File: src/rtl/mrcms_pkg.sv
// shared constants and types for the matrix row/column sum maximum unit
package mrcms_pkg;

    // configuration port
    localparam int CFG_W  = 7;
    localparam int CFG_AW = 1;

    localparam logic [CFG_AW-1:0] CFG_NUM_ROWS = 1'b0;
    localparam logic [CFG_AW-1:0] CFG_NUM_COLS = 1'b1;

    // column store access request
    typedef struct packed {
        logic wr_en;
        logic rd_en;
    } t_col_ctl;

endpackage

File: src/rtl/mrcms_elem_if.sv
// element stream channel
interface mrcms_elem_if #(
    parameter int ELEM_BITS = 16
);
    logic                        valid;
    logic                        ready;
    logic signed [ELEM_BITS-1:0] element;

    modport source (output valid, output element, input ready);
    modport sink   (input valid, input element, output ready);
endinterface

File: src/rtl/mrcms_res_if.sv
// result channel
interface mrcms_res_if #(
    parameter int RI_W  = 6,
    parameter int CI_W  = 6,
    parameter int SUM_W = 22
);
    logic                    valid;
    logic                    ready;
    logic [RI_W-1:0]         best_row;
    logic signed [SUM_W-1:0] best_row_sum;
    logic [CI_W-1:0]         best_col;
    logic signed [SUM_W-1:0] best_col_sum;

    modport source (
        output valid, output best_row, output best_row_sum,
        output best_col, output best_col_sum, input ready
    );
    modport sink (
        input valid, input best_row, input best_row_sum,
        input best_col, input best_col_sum, output ready
    );
endinterface

File: src/rtl/mrcms_col_bank.sv
// column sum store, one write and one registered read per cycle
module mrcms_col_bank #(
    parameter int DEPTH = 64,
    parameter int AW    = 6,
    parameter int DW    = 22
) (
    input  logic                  i_clk,
    input  mrcms_pkg::t_col_ctl   i_ctl,
    input  logic [AW-1:0]         i_addr,
    input  logic signed [DW-1:0]  i_wdata,
    output logic signed [DW-1:0]  o_rdata
);
    import mrcms_pkg::*;

    logic signed [DW-1:0] r_mem [DEPTH];
    logic signed [DW-1:0] r_rdata;

    always_ff @(posedge i_clk) begin
        if (i_ctl.wr_en) begin
            r_mem[i_addr] <= i_wdata;
        end
        if (i_ctl.rd_en) begin
            r_rdata <= r_mem[i_addr];
        end
    end

    assign o_rdata = r_rdata;

endmodule

File: src/rtl/matrix_row_col_max_sum_unit.sv
// top level: streaming matrix row and column sum maximum finder
//
//  channel   | dir | handshake          | payload
//  ----------+-----+--------------------+--------------------------------------------
//  i_elem    | in  | valid / ready      | element (signed, ELEM_BITS)
//  o_res     | out | valid / ready      | best_row, best_row_sum, best_col, best_col_sum
//  i_cfg_*   | in  | write enable only  | register index, 7-bit data
//
//  an element passes accept, column add and row add, the two adds on the one shared adder
//  the last element of a row adds a row compare step on the shared comparator
//  the last element of the matrix adds the column scan, which makes one
//  store read and one compare per column, then the result is loaded into the output register
//  reset is synchronous; the column store is not cleared, row 0 of every matrix rewrites it
//  elements are accepted while a result waits; a finished matrix holds until o_res is free
module matrix_row_col_max_sum_unit #(
    parameter int MAX_ROWS  = 64,
    parameter int MAX_COLS  = 64,
    parameter int ELEM_BITS = 16
) (
    input  logic                         i_clk,
    input  logic                         i_rst_n,
    // configuration writes
    input  logic                         i_cfg_we,
    input  logic [mrcms_pkg::CFG_AW-1:0] i_cfg_addr,
    input  logic [mrcms_pkg::CFG_W-1:0]  i_cfg_data,
    // element stream
    mrcms_elem_if.sink                   i_elem,
    // result stream
    mrcms_res_if.source                  o_res
);
    import mrcms_pkg::*;

    // widths
    localparam int RI_W   = (MAX_ROWS > 1) ? $clog2(MAX_ROWS) : 1;
    localparam int CI_W   = (MAX_COLS > 1) ? $clog2(MAX_COLS) : 1;
    localparam int RCNT_W = $clog2(MAX_ROWS + 1);
    localparam int CCNT_W = $clog2(MAX_COLS + 1);
    localparam int GROW_W = (RI_W > CI_W) ? RI_W : CI_W;
    localparam int SUM_W  = ELEM_BITS + GROW_W;

    // sequencer states
    localparam logic [2:0] S_IDLE     = 3'd0;
    localparam logic [2:0] S_COL_ADD  = 3'd1;
    localparam logic [2:0] S_ROW_ADD  = 3'd2;
    localparam logic [2:0] S_ROW_END  = 3'd3;
    localparam logic [2:0] S_SCAN_RD  = 3'd4;
    localparam logic [2:0] S_SCAN_CMP = 3'd5;
    localparam logic [2:0] S_DONE     = 3'd6;

    logic [2:0]              r_state, n_state;

    // configuration
    logic [CFG_W-1:0]        r_num_rows;
    logic [CFG_W-1:0]        r_num_cols;
    logic [RCNT_W-1:0]       w_rows;
    logic [CCNT_W-1:0]       w_cols;

    // matrix walk state
    logic signed [ELEM_BITS-1:0] r_elem;
    logic [RI_W-1:0]         r_row_pos;
    logic [CI_W-1:0]         r_col_pos;
    logic signed [SUM_W-1:0] r_row_acc;
    logic [RI_W-1:0]         r_top_idx;
    logic signed [SUM_W-1:0] r_top_total;

    // column scan
    logic [CI_W-1:0]         r_scan_idx;
    logic [CI_W-1:0]         r_best_col;
    logic signed [SUM_W-1:0] r_best_cs;

    // output register
    logic                    r_out_vld;
    logic [RI_W-1:0]         r_out_row;
    logic signed [SUM_W-1:0] r_out_row_sum;
    logic [CI_W-1:0]         r_out_col;
    logic signed [SUM_W-1:0] r_out_col_sum;

    // shared adder and comparator
    logic signed [SUM_W-1:0] w_add_a;
    logic signed [SUM_W-1:0] w_add_sum;
    logic signed [SUM_W-1:0] w_cmp_a;
    logic signed [SUM_W-1:0] w_cmp_b;
    logic                    w_cmp_gt;

    // column store
    t_col_ctl                w_col_ctl;
    logic [CI_W-1:0]         w_col_addr;
    logic signed [SUM_W-1:0] w_col_rdata;

    logic                    w_accept;
    logic                    w_row_last;
    logic                    w_mat_last;
    logic                    w_scan_last;
    logic                    w_out_free;

    // size clamps: zero counts as one, anything above the maximum as the maximum
    always_comb begin
        if (r_num_rows == '0) begin
            w_rows = RCNT_W'(1);
        end else if (32'(r_num_rows) > MAX_ROWS) begin
            w_rows = RCNT_W'(MAX_ROWS);
        end else begin
            w_rows = RCNT_W'(r_num_rows);
        end
        if (r_num_cols == '0) begin
            w_cols = CCNT_W'(1);
        end else if (32'(r_num_cols) > MAX_COLS) begin
            w_cols = CCNT_W'(MAX_COLS);
        end else begin
            w_cols = CCNT_W'(r_num_cols);
        end
    end

    // end-of-row / end-of-matrix / end-of-scan tests (reach or pass the count)
    assign w_row_last  = !((CCNT_W'(r_col_pos) + CCNT_W'(1)) < w_cols);
    assign w_mat_last  = !((RCNT_W'(r_row_pos) + RCNT_W'(1)) < w_rows);
    assign w_scan_last = !((CCNT_W'(r_scan_idx) + CCNT_W'(1)) < w_cols);

    assign w_accept    = i_elem.valid && i_elem.ready;
    assign w_out_free  = !r_out_vld || o_res.ready;

    // shared adder: column total in one step, row total in the next
    always_comb begin
        if (r_state == S_COL_ADD) begin
            w_add_a = (r_row_pos == '0) ? '0 : w_col_rdata;
        end else begin
            w_add_a = (r_col_pos == '0) ? '0 : r_row_acc;
        end
    end
    assign w_add_sum = w_add_a + SUM_W'(r_elem);

    // shared comparator: row total against best row, or column total against best column
    always_comb begin
        if (r_state == S_SCAN_CMP) begin
            w_cmp_a = w_col_rdata;
            w_cmp_b = r_best_cs;
        end else begin
            w_cmp_a = r_row_acc;
            w_cmp_b = r_top_total;
        end
    end
    assign w_cmp_gt = w_cmp_a > w_cmp_b;

    // column store access
    always_comb begin
        w_col_ctl.wr_en = (r_state == S_COL_ADD);
        w_col_ctl.rd_en = w_accept || (r_state == S_SCAN_RD);
        w_col_addr      = (r_state == S_SCAN_RD) ? r_scan_idx : r_col_pos;
    end

    mrcms_col_bank #(
        .DEPTH (MAX_COLS),
        .AW    (CI_W),
        .DW    (SUM_W)
    ) u_col_bank (
        .i_clk   (i_clk),
        .i_ctl   (w_col_ctl),
        .i_addr  (w_col_addr),
        .i_wdata (w_add_sum),
        .o_rdata (w_col_rdata)
    );

    // sequencer
    always_comb begin
        n_state = r_state;
        unique case (r_state)
            S_IDLE: begin
                if (w_accept) begin
                    n_state = S_COL_ADD;
                end
            end
            S_COL_ADD: begin
                n_state = S_ROW_ADD;
            end
            S_ROW_ADD: begin
                n_state = w_row_last ? S_ROW_END : S_IDLE;
            end
            S_ROW_END: begin
                n_state = w_mat_last ? S_SCAN_RD : S_IDLE;
            end
            S_SCAN_RD: begin
                n_state = S_SCAN_CMP;
            end
            S_SCAN_CMP: begin
                n_state = w_scan_last ? S_DONE : S_SCAN_RD;
            end
            S_DONE: begin
                if (w_out_free) begin
                    n_state = S_IDLE;
                end
            end
            default: begin
                n_state = S_IDLE;
            end
        endcase
    end

    // control state
    always_ff @(posedge i_clk) begin
        if (!i_rst_n) begin
            r_state    <= S_IDLE;
            r_num_rows <= CFG_W'(1);
            r_num_cols <= CFG_W'(1);
            r_row_pos  <= '0;
            r_col_pos  <= '0;
            r_out_vld  <= 1'b0;
        end else begin
            r_state <= n_state;

            if (i_cfg_we) begin
                unique case (i_cfg_addr)
                    CFG_NUM_ROWS: r_num_rows <= i_cfg_data;
                    CFG_NUM_COLS: r_num_cols <= i_cfg_data;
                    default: ;
                endcase
            end

            if (r_state == S_ROW_ADD && !w_row_last) begin
                r_col_pos <= r_col_pos + CI_W'(1);
            end
            if (r_state == S_ROW_END) begin
                r_col_pos <= '0;
                r_row_pos <= w_mat_last ? '0 : r_row_pos + RI_W'(1);
            end

            if (r_state == S_DONE && w_out_free) begin
                r_out_vld <= 1'b1;
            end else if (o_res.ready) begin
                r_out_vld <= 1'b0;
            end
        end
    end

    // datapath registers
    always_ff @(posedge i_clk) begin
        if (w_accept) begin
            r_elem <= i_elem.element;
        end
        if (r_state == S_ROW_ADD) begin
            r_row_acc <= w_add_sum;
        end
        if (r_state == S_ROW_END) begin
            // first row always wins, later rows only on a strictly greater sum
            if (r_row_pos == '0 || w_cmp_gt) begin
                r_top_idx   <= r_row_pos;
                r_top_total <= r_row_acc;
            end
            r_scan_idx <= '0;
        end
        if (r_state == S_SCAN_CMP) begin
            if (r_scan_idx == '0 || w_cmp_gt) begin
                r_best_col <= r_scan_idx;
                r_best_cs  <= w_col_rdata;
            end
            r_scan_idx <= r_scan_idx + CI_W'(1);
        end
        if (r_state == S_DONE && w_out_free) begin
            r_out_row     <= r_top_idx;
            r_out_row_sum <= r_top_total;
            r_out_col     <= r_best_col;
            r_out_col_sum <= r_best_cs;
        end
    end

    assign i_elem.ready       = (r_state == S_IDLE);
    assign o_res.valid        = r_out_vld;
    assign o_res.best_row     = r_out_row;
    assign o_res.best_row_sum = r_out_row_sum;
    assign o_res.best_col     = r_out_col;
    assign o_res.best_col_sum = r_out_col_sum;

`ifndef ASSERT_OFF
    // an accepted element always goes to the column add next
    a_accept_seq: assert property (@(posedge i_clk) disable iff (!i_rst_n)
        w_accept |=> r_state == S_COL_ADD)
        else $error("accepted element did not start column add");

    // a new result appears only out of the done state
    a_res_from_done: assert property (@(posedge i_clk) disable iff (!i_rst_n)
        $rose(r_out_vld) |-> $past(r_state) == S_DONE)
        else $error("result raised outside done state");

    // the column store is written only by the column add step
    a_store_write: assert property (@(posedge i_clk) disable iff (!i_rst_n)
        w_col_ctl.wr_en |-> !w_col_ctl.rd_en && r_state == S_COL_ADD)
        else $error("column store written outside column add");

    // a finished matrix waits while the previous result is still held
    a_done_stall: assert property (@(posedge i_clk) disable iff (!i_rst_n)
        (r_state == S_DONE && r_out_vld && !o_res.ready) |=> r_state == S_DONE)
        else $error("result overwritten while still pending");
`endif

endmodule
File: src/flat_wrapper.sv
// flat-port wrapper written by rule: the top's interface ports become plain ports
module matrix_row_col_max_sum_unit_flat import mrcms_pkg::*;
#(
    parameter int MAX_ROWS  = 64,
    parameter int MAX_COLS  = 64,
    parameter int ELEM_BITS = 16
)
  (i_clk, i_rst_n, i_cfg_we, i_cfg_addr, i_cfg_data, i_elem_valid, i_elem_element, i_elem_ready, o_res_valid, o_res_best_row, o_res_best_row_sum, o_res_best_col, o_res_best_col_sum, o_res_ready);
  mrcms_elem_if #(.ELEM_BITS(ELEM_BITS)) i_elem_i ();
  mrcms_res_if o_res_i ();
  input  logic i_clk;
  input  logic i_rst_n;
  input  logic i_cfg_we;
  input  logic [mrcms_pkg::CFG_AW-1:0] i_cfg_addr;
  input  logic [mrcms_pkg::CFG_W-1:0] i_cfg_data;
  input wire logic [$bits(i_elem_i.valid)-1:0] i_elem_valid;
  input wire logic [$bits(i_elem_i.element)-1:0] i_elem_element;
  output wire logic [$bits(i_elem_i.ready)-1:0] i_elem_ready;
  output wire logic [$bits(o_res_i.valid)-1:0] o_res_valid;
  output wire logic [$bits(o_res_i.best_row)-1:0] o_res_best_row;
  output wire logic [$bits(o_res_i.best_row_sum)-1:0] o_res_best_row_sum;
  output wire logic [$bits(o_res_i.best_col)-1:0] o_res_best_col;
  output wire logic [$bits(o_res_i.best_col_sum)-1:0] o_res_best_col_sum;
  input wire logic [$bits(o_res_i.ready)-1:0] o_res_ready;
  assign i_elem_i.valid = i_elem_valid;
  assign i_elem_i.element = i_elem_element;
  assign i_elem_ready = i_elem_i.ready;
  assign o_res_valid = o_res_i.valid;
  assign o_res_best_row = o_res_i.best_row;
  assign o_res_best_row_sum = o_res_i.best_row_sum;
  assign o_res_best_col = o_res_i.best_col;
  assign o_res_best_col_sum = o_res_i.best_col_sum;
  assign o_res_i.ready = o_res_ready;
  matrix_row_col_max_sum_unit #(.MAX_ROWS(MAX_ROWS), .MAX_COLS(MAX_COLS), .ELEM_BITS(ELEM_BITS)) u_core (.i_clk(i_clk), .i_rst_n(i_rst_n), .i_cfg_we(i_cfg_we), .i_cfg_addr(i_cfg_addr), .i_cfg_data(i_cfg_data), .i_elem(i_elem_i), .o_res(o_res_i));
endmodule
File: config.mk
export PLATFORM = sky130hd
export DESIGN_NAME = matrix_row_col_max_sum_unit_flat
export DESIGN_NICKNAME = d
export VERILOG_FILES = /design/src/rtl/mrcms_pkg.sv /design/src/rtl/mrcms_elem_if.sv /design/src/rtl/mrcms_res_if.sv /design/src/rtl/mrcms_col_bank.sv /design/src/rtl/matrix_row_col_max_sum_unit.sv /design/src/flat_wrapper.sv
export SDC_FILE = /design/constraint.sdc
export NUM_CORES = 2
export LEC_CHECK = 0
export BUFFER_PORTS_ARGS = -buffer_cell sky130_fd_sc_hd__buf_4
export CELL_PAD_IN_SITES_DETAIL_PLACEMENT = 0
export CELL_PAD_IN_SITES_GLOBAL_PLACEMENT = 1
export CORE_MARGIN = 1.5
export CORE_UTILIZATION = 50
export DETAILED_ROUTE_END_ITERATION = 7
export PLACE_DENSITY = 0.84
export SYNTH_ARGS = -nofsm -noshare
export SYNTH_HDL_FRONTEND = slang
export SYNTH_SLANG_ARGS = --single-unit
File: constraint.sdc
create_clock -name i_clk -period 10.3 [get_ports i_clk]
set_input_delay 1.545 -clock i_clk [delete_from_list [all_inputs] [get_ports i_clk]]
set_output_delay 1.545 -clock i_clk [all_outputs]
set_load 0.02 [all_outputs]
; ---- Yosys cells after proc, flatten, opt, wreduce, memory -nomap -nowiden
; Memories as Yosys holds them, arrays and structs flattened. A register that Yosys moved wholly into a read port is not among the register bits.
; Cells that the tools add are included.
[classes]
add_sub_neg = 7
order_cmp = 6
n_eq_ne = 8
mux = 23
bitwise = 2
n_reduce_logical = 22
[ops]
columns = cell, n
row1 = 22-bit two-way mux, 5
row2 = 7-bit two-way mux, 4
row3 = 6-bit two-way mux, 4
row4 = 22-bit by 16-bit adder with 22-bit output, 1
row5 = 22-bit > comparator, 1
row6 = 6-bit by 1-bit adder with 7-bit output (second input constant), 3
row7 = 7-bit less-than comparator, 3
row8 = 3-bit case mux with 7 select lines, 1
row9 = 6-bit by 1-bit adder with 6-bit output (second input constant), 3
row10 = 6-bit zero test, 3
row11 = 7-bit > comparator (second input constant), 2
row12 = 7-bit zero test, 2
row13 = 2-bit AND reduction, 5
row14 = 3-bit == test (second input constant), 3
row15 = 3-bit two-way mux, 3
row16 = 3-bit by 2-bit == test with 1-bit output (second input constant), 2
row17 = 1-bit logical OR, 4
row18 = 1-bit two-way mux, 4
row19 = 2-bit two-way mux, 2
row20 = 2-bit nonzero test, 2
row21 = 3-bit by 1-bit == test with 1-bit output (second input constant), 1
row22 = 1-bit logical AND, 3
row23 = 3-bit zero test, 1
row24 = 2-bit by 1-bit != test with 1-bit output (second input constant), 1
row25 = other kinds (4), 5
[totals]
ff_bits = 186
mem_bits_rw = 1408
input_bits = 29
output_inout_bits = 58
word_cells = 86
memories = 1
[mem_list]
columns = memory, depth, word_bits, read_ports, rd_ports_with_merged_regs, wr, line_no
row1 = u_core.u_col_bank.r_mem, 64, 22, 1, 1, 1, mrcms_col_bank.sv:15  ; logic signed [DW-1:0] r_mem [DEPTH];

; ---- Logic depth before layout (Yosys ltp)
[logic_depth]
word_depth = 6
depth_mapped = 16

; ---- Hierarchy
; Synthesis repeated with hierarchy kept, for this count alone.
[unflattened]
hier_cells = 3702
area_unflattened_um2 = 63460.9
[modules_own_cells]
columns = mod, instances, cells_per_inst, area_each_um2, seq_area_each_um2
row1 = mrcms_col_bank, 1, 3012, 54448.5, 42941.2
row2 = matrix_row_col_max_sum_unit, 1, 690, 9012.4, 5285.1

; ---- Worst setup path before layout
; OpenSTA, ideal clock, no wires.
[synth_timing]
path_type = register to register
startpoint = reg u_core.r_row_pos[2]
endpoint = reg u_core.r_row_acc[21], data pin
setup_time_ps = 573
arrival_ps = 4921
t_required_ps = 9727
path_slack_ps = 4806
path_stages_with_launch = 16
path_buffers = 2
period_less_slack_ps = 5494
path_cell_list = dfxtp_1 clkbuf_1 nor4_1 nand2_1 and2_0 clkbuf_1 a22o_1 ha_1 a21oi_1 o21ai_0 o21ai_0 a211oi_1 o21ba_2 nor3b_1 a21oi_1 xnor2_1
[synth_between]
elab_chain_len = 4
[synth_lines]
columns = element, line_no
row1 = "start, declared", matrix_row_col_max_sum_unit.sv:60  ; logic [RI_W-1:0] r_row_pos;
row2 = "start signal, assigned", matrix_row_col_max_sum_unit.sv:223  ; r_row_pos <= w_mat_last ? '0 : r_row_pos + RI_W'(1);
row3 = 6-bit zero test, matrix_row_col_max_sum_unit.sv:125  ; w_add_a = (r_row_pos == '0) ? '0 : w_col_rdata;
row4 = 22-bit two-way mux, matrix_row_col_max_sum_unit.sv:125
row5 = 22-bit two-way mux, matrix_row_col_max_sum_unit.sv:124  ; if (r_state == S_COL_ADD) begin
row6 = 22-bit by 16-bit adder with 22-bit output, matrix_row_col_max_sum_unit.sv:130  ; assign w_add_sum = w_add_a + SUM_W'(r_elem);
row7 = via u_core.u_col_bank.i_wdata[21], mrcms_col_bank.sv:10  ; input logic signed [DW-1:0] i_wdata,
row8 = "end signal, assigned", matrix_row_col_max_sum_unit.sv:240  ; r_row_acc <= w_add_sum;
row9 = "end, declared", matrix_row_col_max_sum_unit.sv:62  ; logic signed [SUM_W-1:0] r_row_acc;
; The timed path passes the listed nets, and every way through them passes these cells.
; A chain may end at the register's enable or synchronous reset.

; ---- Final worst setup path
[layout_timing]
startpoint = reg u_core.r_state[0]
endpoint = mem u_core.u_col_bank.r_mem[39][20], data pin
[layout_between]
elab_chain_len = 3
[layout_lines]
columns = element, line_no
row1 = "start, declared", matrix_row_col_max_sum_unit.sv:50  ; logic [2:0] r_state, n_state;
row2 = "start signal, assigned", matrix_row_col_max_sum_unit.sv:208  ; r_state <= n_state;
row3 = 3-bit by 1-bit == test with 1-bit output, matrix_row_col_max_sum_unit.sv:124
row4 = 22-bit two-way mux, matrix_row_col_max_sum_unit.sv:124
row5 = 22-bit by 16-bit adder with 22-bit output, matrix_row_col_max_sum_unit.sv:130
row6 = via u_core.u_col_bank.i_wdata[20], mrcms_col_bank.sv:10
row7 = "end, declared", mrcms_col_bank.sv:15
; The timed path passes the listed nets, and every way through them passes these cells.

==> reports/metrics.yaml <==
dr.first_iter.drc_count: 5134
cp_data_required_time_ns: 10.77
wl_um: 162300
rr_worst_depth: 15
yosysTopAreaCellShare_pct: 78.42
num_vias: 35020
arrival_ns: 6.19
synth_warnings: 0
synthArstFlopShare_pct: 0
holdPathStages: 0
cts-root-buf: "clkbuf_16"
gp_congestion: 0.8805
rr_startpoint: "u_core.r_state[0]"
netlist_top_cells_area: "edfxtp_1 78%, a22oi_1 5.3%, a221oi_1 1.9%"
irDropWorstVdd_mv: 0.1585
initial_core_util_pct: 50.55
synth_most_common_cell: "edfxtp_1"
dpl_cell_area_um2: 64040
syn_inst: 3472
rsz0062_at_grt: "no"
drive_gt1_share_pct: 14.79
synth_top_cell_by_area: "edfxtp_1"
holdCritStartpoint: "u_core.r_top_idx[1]"
tns_ns: 0
p_leak_nw: 21.65
drt_pass1_iterations: 6
clock-sinks: 1616
grt-ovfl-total: 0
dieWidth_um: 351.5
final-setup-viol-count: 0
clk_pin_slew_worst_paths_ns: 0.06
die_h_um: 351.5
placementRows: 127
cts_setup_buffers: 0
wl_per_cell_um: 30.28
portBuffers: 86
globalRouteTotalUtil_pct: 26.12
cts_buffers: 155
r2r-end: "u_core.u_col_bank.r_mem[39][20]"
slew_headroom_pct: 13.10
ant_nets: 0
clock_latency_ns: 0.77
antenna_found_initial: 5
synth.avg_cell_area_um2: 17.49
synth-edff-count: 1586
fp.dieArea_um2: 123600
yosysUniqueCellTypes: 65
hold_viol_final: 0
crit_type: "reg2reg"
grt_pass1_wl_um: 231800
top_level_ports: 87
ctsHoldBuffers: 0
design_area_um2: 68970
path_max_fanout: 65
clockBufferDepth: 3
nets: 3718
max_freq_mhz: 175.0
startpoint: "u_core.r_state[0]"
holdPathEnd: "u_core.o_res.best_row[1]"
grt_max_degree: 104
worst_slew_pin_slew_ns: 1.292
endpoint_kind: "flop"
status: "complete, no violations"
syn_area_um2: 60730
ys_ff_latch: 1616
areaGrowthSynthToFinish_pct: 13.57
cts_resized: 0
yosys-top-cells-count: "1,586 x edfxtp_1, 427 x a22oi_1, 141 x nand2_1, 131 x a221oi_1, 120 x a22o_1"
vias_per_cell: 6.535
period_share_pct: 55.49
cts_tree: "built"
yosysSeqAreaShare_pct: 79.41
ys.flop_type: "edfxtp_1"
p_per_area_nw_per_um2: 208.2
cap_violations: 0
hold_path_class: "reg2reg"
critPathLaunchType: "flop"
slew_viol_final: 0
r2r_slack_ns: 4.58
period_needed_ns: 5.716
fin_skew_ns: 0.03071
syn_nets: 3569
cts_max_level: 4
dp_hpwl_um: 88830
core_area_um2: 120100
grt_pass1_vias: 33180
drc: 0
-- flip-flops by register name, summed over array words and instances (netlist names), 7 cells and up --
name                       cells
u_core.r_top_total            22
u_core.r_row_acc              22
u_core.r_elem                 16
u_core.r_num_cols              7
u_core.r_num_rows              7
u_core.u_col_bank.o_rdata     22
u_core.r_best_cs              22
u_core.o_res.best_col_sum     22
u_core.o_res.best_row_sum     22
u_core.u_col_bank.r_mem     1408
-- area by class of cell --
type / instances / area [um2]
antenna: 1 / 2.502
clock buffer: 191 / 4066
clock inverter: 90 / 855.8
fill: 8695 / 51160
inverter: 23 / 86.33
multi-input combinational: 1620 / 12060
sequential: 1616 / 48230
tap: 1612 / 2017
timing repair buffer: 205 / 1652
-- per-layer routing --
| metal | up-vias | global-route usage, % | part of all wire [%] |
|---|---|---|---|
| met5 | - | 0 | 0.027 |
| met4 | 8 | 12.54 | 5.0 |
| met3 | 364 | 7.247 | 13 |
| met2 | 2494 | 39.87 | 46 |
| met1 | 17480 | 34.81 | 37 |
| li1 | 14670 | - | - |
-- cell families (layout without fill, tap and decap cells) --
group / after synthesis / count (layout) / synth area share [%]
AOI/OAI and AO/OA: 1013 / 1013 / 12.38
xor gates and xnor gates: 37 / 37 / 0.5336
adders and majority gates: 68 / 68 / 1.413
buffers and inverters: 236 / 509 / 1.735
DFF: 1616 / 1616 / 79.41
muxes: 64 / 64 / 1.129
other: 0 / 1 / 0
and+or+nand+nor: 438 / 438 / 3.404
-- worst max-delay path by stage --
stage | to | slack (ns) | depth (start not counted)
CTS | u_core.u_col_bank.r_mem[34][20] | 4.66 | 15
global placement | u_core.u_col_bank.r_mem[16][20] | 4.83 | 15
detailed placement | u_core.u_col_bank.r_mem[37][20] | 4.68 | 15
global route | u_core.u_col_bank.r_mem[33][18] | 4.07 | 15
finish | u_core.u_col_bank.r_mem[39][20] | 4.58 | 15
floorplan | u_core.r_row_acc[21] | 4.81 | 15
-- cell usage in the layout (no fill, tap or decap), drive strengths merged, types with 30 or more instances in the layout --
cell | Yosys | routed
a21oi | 112 | 112
a221oi | 133 | 133
a22o | 120 | 120
a22oi | 427 | 427
a31oi | 111 | 111
buf | 144 | 205
clkbuf | 69 | 191
clkinv | 1 | 70
dfxtp | 30 | 30
edfxtp | 1586 | 1586
ha | 67 | 67
mux2i | 41 | 41
nand2 | 141 | 141
nand3 | 66 | 66
nor2 | 106 | 106
-- per-stage QoR --
step	instances	utilization (%)	hold slack [ns]	worst slack, ns	power [mW]
after global routing	5357	57.41	0.4298	4.073	14.72
after detailed placement	5076	53.31	0.4045	4.682	8.958
final	5358	57.41	0.4158	4.584	14.36
after global placement	5076	53.31	0.4014	4.830	8.927
after floorplan	3472	-	0.4003	4.806	8.408
after CTS	5357	57.41	0.4177	4.656	14.38
-- power by group --
part           switching [mW]  leakage, nW  internal [mW]
clock network            2.40         2.40           3.12
logic                   0.887         4.72          0.246
registers              0.0620         14.5           7.65
-- critical path, cell delays in order, from the launching register on --
cell	delay [ns]
dfxtp_1	0.54
nor3b_2	0.95
a21oi_2	0.03
buf_4	0.26
a22o_1	0.21
ha_2	0.19
fa_4	0.51
a21oi_1	0.23
nor2_1	0.11
o21ai_0	0.27
a31oi_1	0.24
o41ai_1	0.70
o211ai_1	0.16
a21oi_1	0.28
xnor2_2	0.14
buf_4	0.53
(Power assumes the default switching activity.)
